### src/rtl/gmrc_pkg.sv
// ----------------------------------------------------------------------------
// gmrc_pkg
// shared constants and types of the greedy minimizer read clusterer
// ----------------------------------------------------------------------------
package gmrc_pkg;

    localparam int MAX_CLUSTERS = 64;
    localparam int TABLE_DEPTH  = 4096;
    localparam int READ_MAX     = 256;

    localparam int CL_W   = $clog2(MAX_CLUSTERS);
    localparam int CNT_W  = $clog2(MAX_CLUSTERS + 1);
    localparam int TAB_W  = $clog2(TABLE_DEPTH);
    localparam int PRB_W  = $clog2(TABLE_DEPTH + 1);
    localparam int RB_W   = (READ_MAX > 1) ? $clog2(READ_MAX) : 1;
    localparam int LEN_W  = $clog2(READ_MAX + 1);

    typedef enum logic [3:0] {
        ST_INIT,
        ST_IDLE,
        ST_PROBE_RD,
        ST_PROBE_CHK,
        ST_ARGMAX,
        ST_DECIDE,
        ST_MARK_RD,
        ST_MARK_PRB,
        ST_MARK_CHK,
        ST_CLEAR,
        ST_OUT
    } t_state;

    // controller to datapath
    typedef struct packed {
        logic init_step;     // clear one table valid bit
        logic latch_in;      // capture input word
        logic probe_start;   // start probe at home slot of key
        logic probe_next;    // step probe slot
        logic probe_rd;      // issue table read
        logic key_from_buf;  // probe key from read buffer
        logic add_hits;      // add hit bitmap to counters
        logic buf_push;      // store minimizer in buffer
        logic argmax_start;
        logic argmax_step;
        logic decide;
        logic buf_rd;
        logic buf_next;
        logic mark_write;    // write chosen bit into table
        logic mark_full;     // no free slot found
        logic clear_step;
        logic finish;        // end of read bookkeeping
        logic out_load;
    } t_cmd;

    // datapath to controller
    typedef struct packed {
        logic init_done;     // last valid bit being cleared
        logic has;
        logic last;
        logic len_full;
        logic slot_empty;
        logic slot_match;
        logic probe_done;    // probed whole table
        logic argmax_done;
        logic do_mark;
        logic buf_done;
        logic clear_done;
        logic out_busy;
    } t_stat;

endpackage

### src/rtl/gmrc_ctrl.sv
// ----------------------------------------------------------------------------
// gmrc_ctrl
// sequencer for table init, lookup, argmax, marking pass, counter clear and output
// ----------------------------------------------------------------------------
module gmrc_ctrl (
    input  logic            i_clk,
    input  logic            i_rst_n,
    input  logic            i_in_valid,
    output logic            o_in_ready,
    input  gmrc_pkg::t_stat i_stat,
    output gmrc_pkg::t_cmd  o_cmd
);

    gmrc_pkg::t_state r_state, n_state;

    always_ff @(posedge i_clk) begin
        if (!i_rst_n) r_state <= gmrc_pkg::ST_INIT;
        else          r_state <= n_state;
    end

    always_comb begin
        n_state = r_state;
        unique case (r_state)
            gmrc_pkg::ST_INIT: begin
                if (i_stat.init_done) n_state = gmrc_pkg::ST_IDLE;
            end
            gmrc_pkg::ST_IDLE: begin
                if (i_in_valid) n_state = gmrc_pkg::ST_PROBE_RD;
            end
            gmrc_pkg::ST_PROBE_RD: begin
                if (i_stat.has && !i_stat.len_full) n_state = gmrc_pkg::ST_PROBE_CHK;
                else if (i_stat.last) n_state = gmrc_pkg::ST_ARGMAX;
                else n_state = gmrc_pkg::ST_IDLE;
            end
            gmrc_pkg::ST_PROBE_CHK: begin
                if (i_stat.slot_empty || i_stat.slot_match || i_stat.probe_done) begin
                    n_state = i_stat.last ? gmrc_pkg::ST_ARGMAX : gmrc_pkg::ST_IDLE;
                end else begin
                    n_state = gmrc_pkg::ST_PROBE_CHK;
                end
            end
            gmrc_pkg::ST_ARGMAX: begin
                if (i_stat.argmax_done) n_state = gmrc_pkg::ST_DECIDE;
            end
            gmrc_pkg::ST_DECIDE: begin
                n_state = i_stat.do_mark ? gmrc_pkg::ST_MARK_RD : gmrc_pkg::ST_CLEAR;
            end
            gmrc_pkg::ST_MARK_RD: begin
                n_state = i_stat.buf_done ? gmrc_pkg::ST_CLEAR : gmrc_pkg::ST_MARK_PRB;
            end
            gmrc_pkg::ST_MARK_PRB: n_state = gmrc_pkg::ST_MARK_CHK;
            gmrc_pkg::ST_MARK_CHK: begin
                if (i_stat.slot_empty || i_stat.slot_match || i_stat.probe_done)
                    n_state = gmrc_pkg::ST_MARK_RD;
            end
            gmrc_pkg::ST_CLEAR: begin
                if (i_stat.clear_done) n_state = gmrc_pkg::ST_OUT;
            end
            gmrc_pkg::ST_OUT: begin
                if (!i_stat.out_busy) n_state = gmrc_pkg::ST_IDLE;
            end
            default: n_state = gmrc_pkg::ST_IDLE;
        endcase
    end

    always_comb begin
        o_cmd      = '0;
        o_in_ready = 1'b0;
        unique case (r_state)
            gmrc_pkg::ST_INIT: o_cmd.init_step = 1'b1;
            gmrc_pkg::ST_IDLE: begin
                o_in_ready        = 1'b1;
                o_cmd.latch_in    = i_in_valid;
            end
            gmrc_pkg::ST_PROBE_RD: begin
                o_cmd.probe_start = 1'b1;
                o_cmd.probe_rd    = 1'b1;
                o_cmd.argmax_start = !(i_stat.has && !i_stat.len_full) && i_stat.last;
            end
            gmrc_pkg::ST_PROBE_CHK: begin
                if (i_stat.slot_empty || i_stat.slot_match || i_stat.probe_done) begin
                    o_cmd.add_hits     = i_stat.slot_match;
                    o_cmd.buf_push     = 1'b1;
                    o_cmd.argmax_start = i_stat.last;
                end else begin
                    o_cmd.probe_next = 1'b1;
                    o_cmd.probe_rd   = 1'b1;
                end
            end
            gmrc_pkg::ST_ARGMAX: o_cmd.argmax_step = 1'b1;
            gmrc_pkg::ST_DECIDE: o_cmd.decide = 1'b1;
            gmrc_pkg::ST_MARK_RD: o_cmd.buf_rd = 1'b1;
            gmrc_pkg::ST_MARK_PRB: begin
                o_cmd.key_from_buf = 1'b1;
                o_cmd.probe_start  = 1'b1;
                o_cmd.probe_rd     = 1'b1;
            end
            gmrc_pkg::ST_MARK_CHK: begin
                if (i_stat.slot_empty || i_stat.slot_match) begin
                    o_cmd.mark_write = 1'b1;
                    o_cmd.buf_next   = 1'b1;
                end else if (i_stat.probe_done) begin
                    o_cmd.mark_full  = 1'b1;
                    o_cmd.buf_next   = 1'b1;
                end else begin
                    o_cmd.probe_next = 1'b1;
                    o_cmd.probe_rd   = 1'b1;
                end
            end
            gmrc_pkg::ST_CLEAR: begin
                o_cmd.clear_step = 1'b1;
                o_cmd.finish     = i_stat.clear_done;
            end
            gmrc_pkg::ST_OUT: o_cmd.out_load = !i_stat.out_busy;
            default: ;
        endcase
    end

endmodule

### config.mk
export PLATFORM = sky130hd
export DESIGN_NAME = gmrc_ctrl
export DESIGN_NICKNAME = d
export VERILOG_FILES = /design/src/rtl/gmrc_pkg.sv /design/src/rtl/gmrc_ctrl.sv
export SDC_FILE = /design/constraint.sdc
export NUM_CORES = 1
export LEC_CHECK = 0
export ABC_AREA = 1
export BUFFER_PORTS_ARGS = -buffer_cell sky130_fd_sc_hd__buf_4
export CAP_MARGIN = 0
export CORE_MARGIN = 2
export CORE_UTILIZATION = 43
export DETAILED_ROUTE_END_ITERATION = 8
export GPL_TIMING_DRIVEN = 0
export PLACE_DENSITY = 0.88
export REMOVE_ABC_BUFFERS = 1
export SLEW_MARGIN = 20
export SYNTH_ARGS = -nofsm -noshare
export SYNTH_HDL_FRONTEND = slang
export SYNTH_SLANG_ARGS = --single-unit
### constraint.sdc
create_clock -name i_clk -period 1.6 [get_ports i_clk]
set_clock_uncertainty 0.2 [all_clocks]
set_input_delay 0.08 -clock i_clk [delete_from_list [all_inputs] [get_ports i_clk]]
set_output_delay 0.08 -clock i_clk [all_outputs]
set_load 0.02 [all_outputs]
==> summary.log <==
[run_status] run status finished, final reports clean
[grt] vias in the first global route 824
[clocking] TritonCTS Sinks 4
[synth] synthesized flop and latch total 4
[job] maxcap violations 0
[clocking] TritonCTS clock tree built
[critical_path] kind of critical path flip-flop to output pin
[die] Die W 42.3 microns
[placed_design] Cell Area, Placed 890 sq um
[synth] post-synth cell types 18
[final_layout] Reg with most FFs r_state
[detailed_routing] First DRT Iteration DRCs 16
[critical_path] slack of the worst reg-to-reg path 0.09 ns
[die] Starting Density 47.3%
[hold_path] min-delay src i_stat[0]
[critical_path] Reg-to-Reg Start r_state[1]$_SDFFE_PN0P_
[detailed_routing] final wirelength 2060 microns
[die] Core Area 1330 sq um
[grt] total congestion overflow after global routing 0
[final_layout] final cell area excluding filler cells 1060 sq um
[detailed_routing] Antenna Nets Post-Route 0
[power_and_ir_drop] static leakage 0.000617 uW
[detailed_routing] post-route DRC violation count 0
[die] row count 13
[synth] adder-cell share of the synthesized area 0%
[critical_path] data arrival time of the critical path 1.30 ns
[grt] largest net degree at the start of global routing 10
[grt] met1 Use GR 25.5%
[timing] min Tclk post-route 1.58 ns
[grt] global-route wire length before repair 3220 microns
[hold_path] hold depth 5
[clocking] clock network latency to the later pin of the worst-skew pair 0.24 ns
[timing] unrepaired setup endpoints after global routing true
[placed_design] Post-DP HPWL 1520 microns
[synth] Syn Std Cell Area 631 sq um
[critical_path] critical path launch point type flip-flop
[synth] simple-gate share of the synthesized area 64.3%
[final_layout] final standard cell count with taps included and fillers excluded 182
[clocking] number of H-tree branching levels 1
[synth] synthesized-area fraction occupied by ao, oa, aoi and oai cells 6.94%
[timing] max-slew violation total from the final report 0
[detailed_routing] via count 886
[timing] setup TNS 0 ns
[timing] post-route fraction of the period consumed by the critical path 98.9%
[die] chip height 42.3 microns
[final_layout] number of flip-flops in the largest register 4
[critical_path] worst-case reg-to-reg path depth 9
[clocking] TritonCTS buffer count 3
[final_layout] utilization after layout 79.6%
[synth] mux share of post-synthesis cell area 0%
[final_layout] most frequent cells in the layout buf_4 (39), nand2_1 (27), inv_1 (22), nor2_1 (22), nor2_2 (9)
[detailed_routing] DR pass1 iterations 4
[placed_design] gp weighted congestion 0.887
[synth] Synth Instances 123
[grt] GRT Util Overall 22.7%
[critical_path] crit path capture type output pin
[timing] final-report setup violation count 0
[timing] relative slew slack 79.2%
[placed_design] buffers added on ports 33
[synth] mean instance size in the synthesized netlist 5.13 sq um
[timing] maximum clock frequency 0.632 GHz
[die] area enclosed by the die boundary 1790 sq um
[hold_path] worst min-delay path category input port to flip-flop
[placed_design] placed instance count 170
[power_and_ir_drop] maximum vdd ir drop 793 uV
[critical_path] endpoint required time on the critical path 1.32 ns
[hold_path] Worst Hold Path EP r_state[1]$_SDFFE_PN0P_
[grt] busiest metal layer after global routing met2
[grt] met3 track demand over resource 3.02%
[final_layout] number of diodes 0
[final_layout] Top Registers r_state (4)
[grt] antenna violations before repair 0
[critical_path] maximum net fanout on the critical path 7
[clocking] maximum clock insertion buffer count 2
[synth] Synth warnings 0
[die] number of top-level pins 34
[final_layout] layout cells sized above 1 46.1%
[clocking] buffer cell driving the clock tree root clkbuf_4
[synth] combinational family with the most area after synthesis simple AND/OR/NAND/NOR gates
[detailed_routing] vias per inst 4.87
[clocking] clock-pin slew on the worst setup and hold paths 0.04 ns
[critical_path] Reg-to-Reg End r_state[1]$_SDFFE_PN0P_
[final_layout] area added between synthesis and finish 68.5%
[timing] final hold violation count 0
[final_layout] # nets final 184
[detailed_routing] mean routed wirelength per cell 11.3 microns
[timing] Worst-Margin Slew 0.308 ns
[synth] XOR/XNOR Fraction of Synth Area 0%
[power_and_ir_drop] power per cell area 1010 nW/um^2
[grt] global-route track usage on met2 42.8%
[power_and_ir_drop] PnR Total Power 1070 uW
[synth] register area share after synthesis 12.7%
[final_layout] most common cell after layout, fill and taps aside buf_4
## repair_timing
item | 4_1_cts | 5_1_grt
setup endpoints to repair | 17 | 14
endpoints found under the hold margin | 4 | 0
setup buffers | 4 | 3
gates resized for setup | 11 | 17
hold buffers | 2 | 0
pin swaps | 2 | 8
## worst max-delay path, cell delays in order (launching register included)
cell and delay (ns):
dfxtp_4 0.41, inv_2 0.07, nor2_4 0.12, nand2_1 0.07, nor2_1 0.13, nor2_1 0.08, inv_1 0.05, buf_4 0.13
## power breakdown
part | leakage (uW) | total, uW | internal (uW) | switching (uW)
clock network | 0.0000138 | 125 | 83.9 | 41.5
registers | 0.0000355 | 217 | 136 | 80.2
logic | 0.000567 | 730 | 291 | 438
total | 0.000617 | 1070 | 512 | 560
## worst max path at each step
stage / start / to / slack, ns / cells past startpoint
after floorplan: r_state[3]$_SDFFE_PN0P_ / o_cmd[3] / -0.04 / 4
after global placement: r_state[0]$_SDFFE_PN0P_ / r_state[1]$_SDFFE_PN0P_ / -0.07 / 9
after detailed placement: r_state[0]$_SDFFE_PN0P_ / r_state[1]$_SDFFE_PN0P_ / -0.1 / 9
after global routing: r_state[1]$_SDFFE_PN0P_ / o_cmd[9] / -0.09 / 7
final: r_state[1]$_SDFFE_PN0P_ / o_cmd[9] / 0.02 / 7
after CTS: r_state[0]$_SDFFE_PN0P_ / o_cmd[1] / 0.003 / 5
## Yosys cell counts, drive strengths merged
| master | number | area, sq um |
|---|---|---|
| nor4 | 2 | 12.5 |
| nor3 | 1 | 5.00 |
| inv | 25 | 93.8 |
| o21ai | 4 | 20.0 |
| a21oi | 4 | 23.8 |
| buf | 1 | 7.51 |
| nand2 | 33 | 144 |
| dfxtp | 4 | 80.1 |
| nand3 | 10 | 55.1 |
| nand3b | 2 | 15.0 |
| nor2 | 37 | 174 |
## cells by family after synthesis
logic type      Yosys count
simple gates             85
buf+inv                  26
compound gates            8
flops                     4
## layout make-up
class,count,area [sq um]
clock buffers,3,22.5
fillers,107,272
inverters,25,96.3
multi-input cells,93,505
flip-flops and latches,4,95.1
well taps,15,18.8
repair buffers,42,324
## per-layer routing
metal | share of wire [%] | up-vias | routed length (microns)
met3 | 5.3 | 2 | 110
met4 | 1.4 | 0 | 29
met2 | 53 | 41 | 1090
met5 | 0 | - | 0
met1 | 40 | 377 | 833
li1 | - | 466 | -
## through the flow
stage,worst slack [ns],hold slack (ns)
3_5_place_dp,-0.0980,0.128
2_1_floorplan,-0.0356,0.00590
6_report,0.0180,0.0255
3_3_place_gp,-0.0736,0.125
5_1_grt,-0.0914,0.0662
4_1_cts,0.00312,0.0629
(Power assumes the default switching activity.)
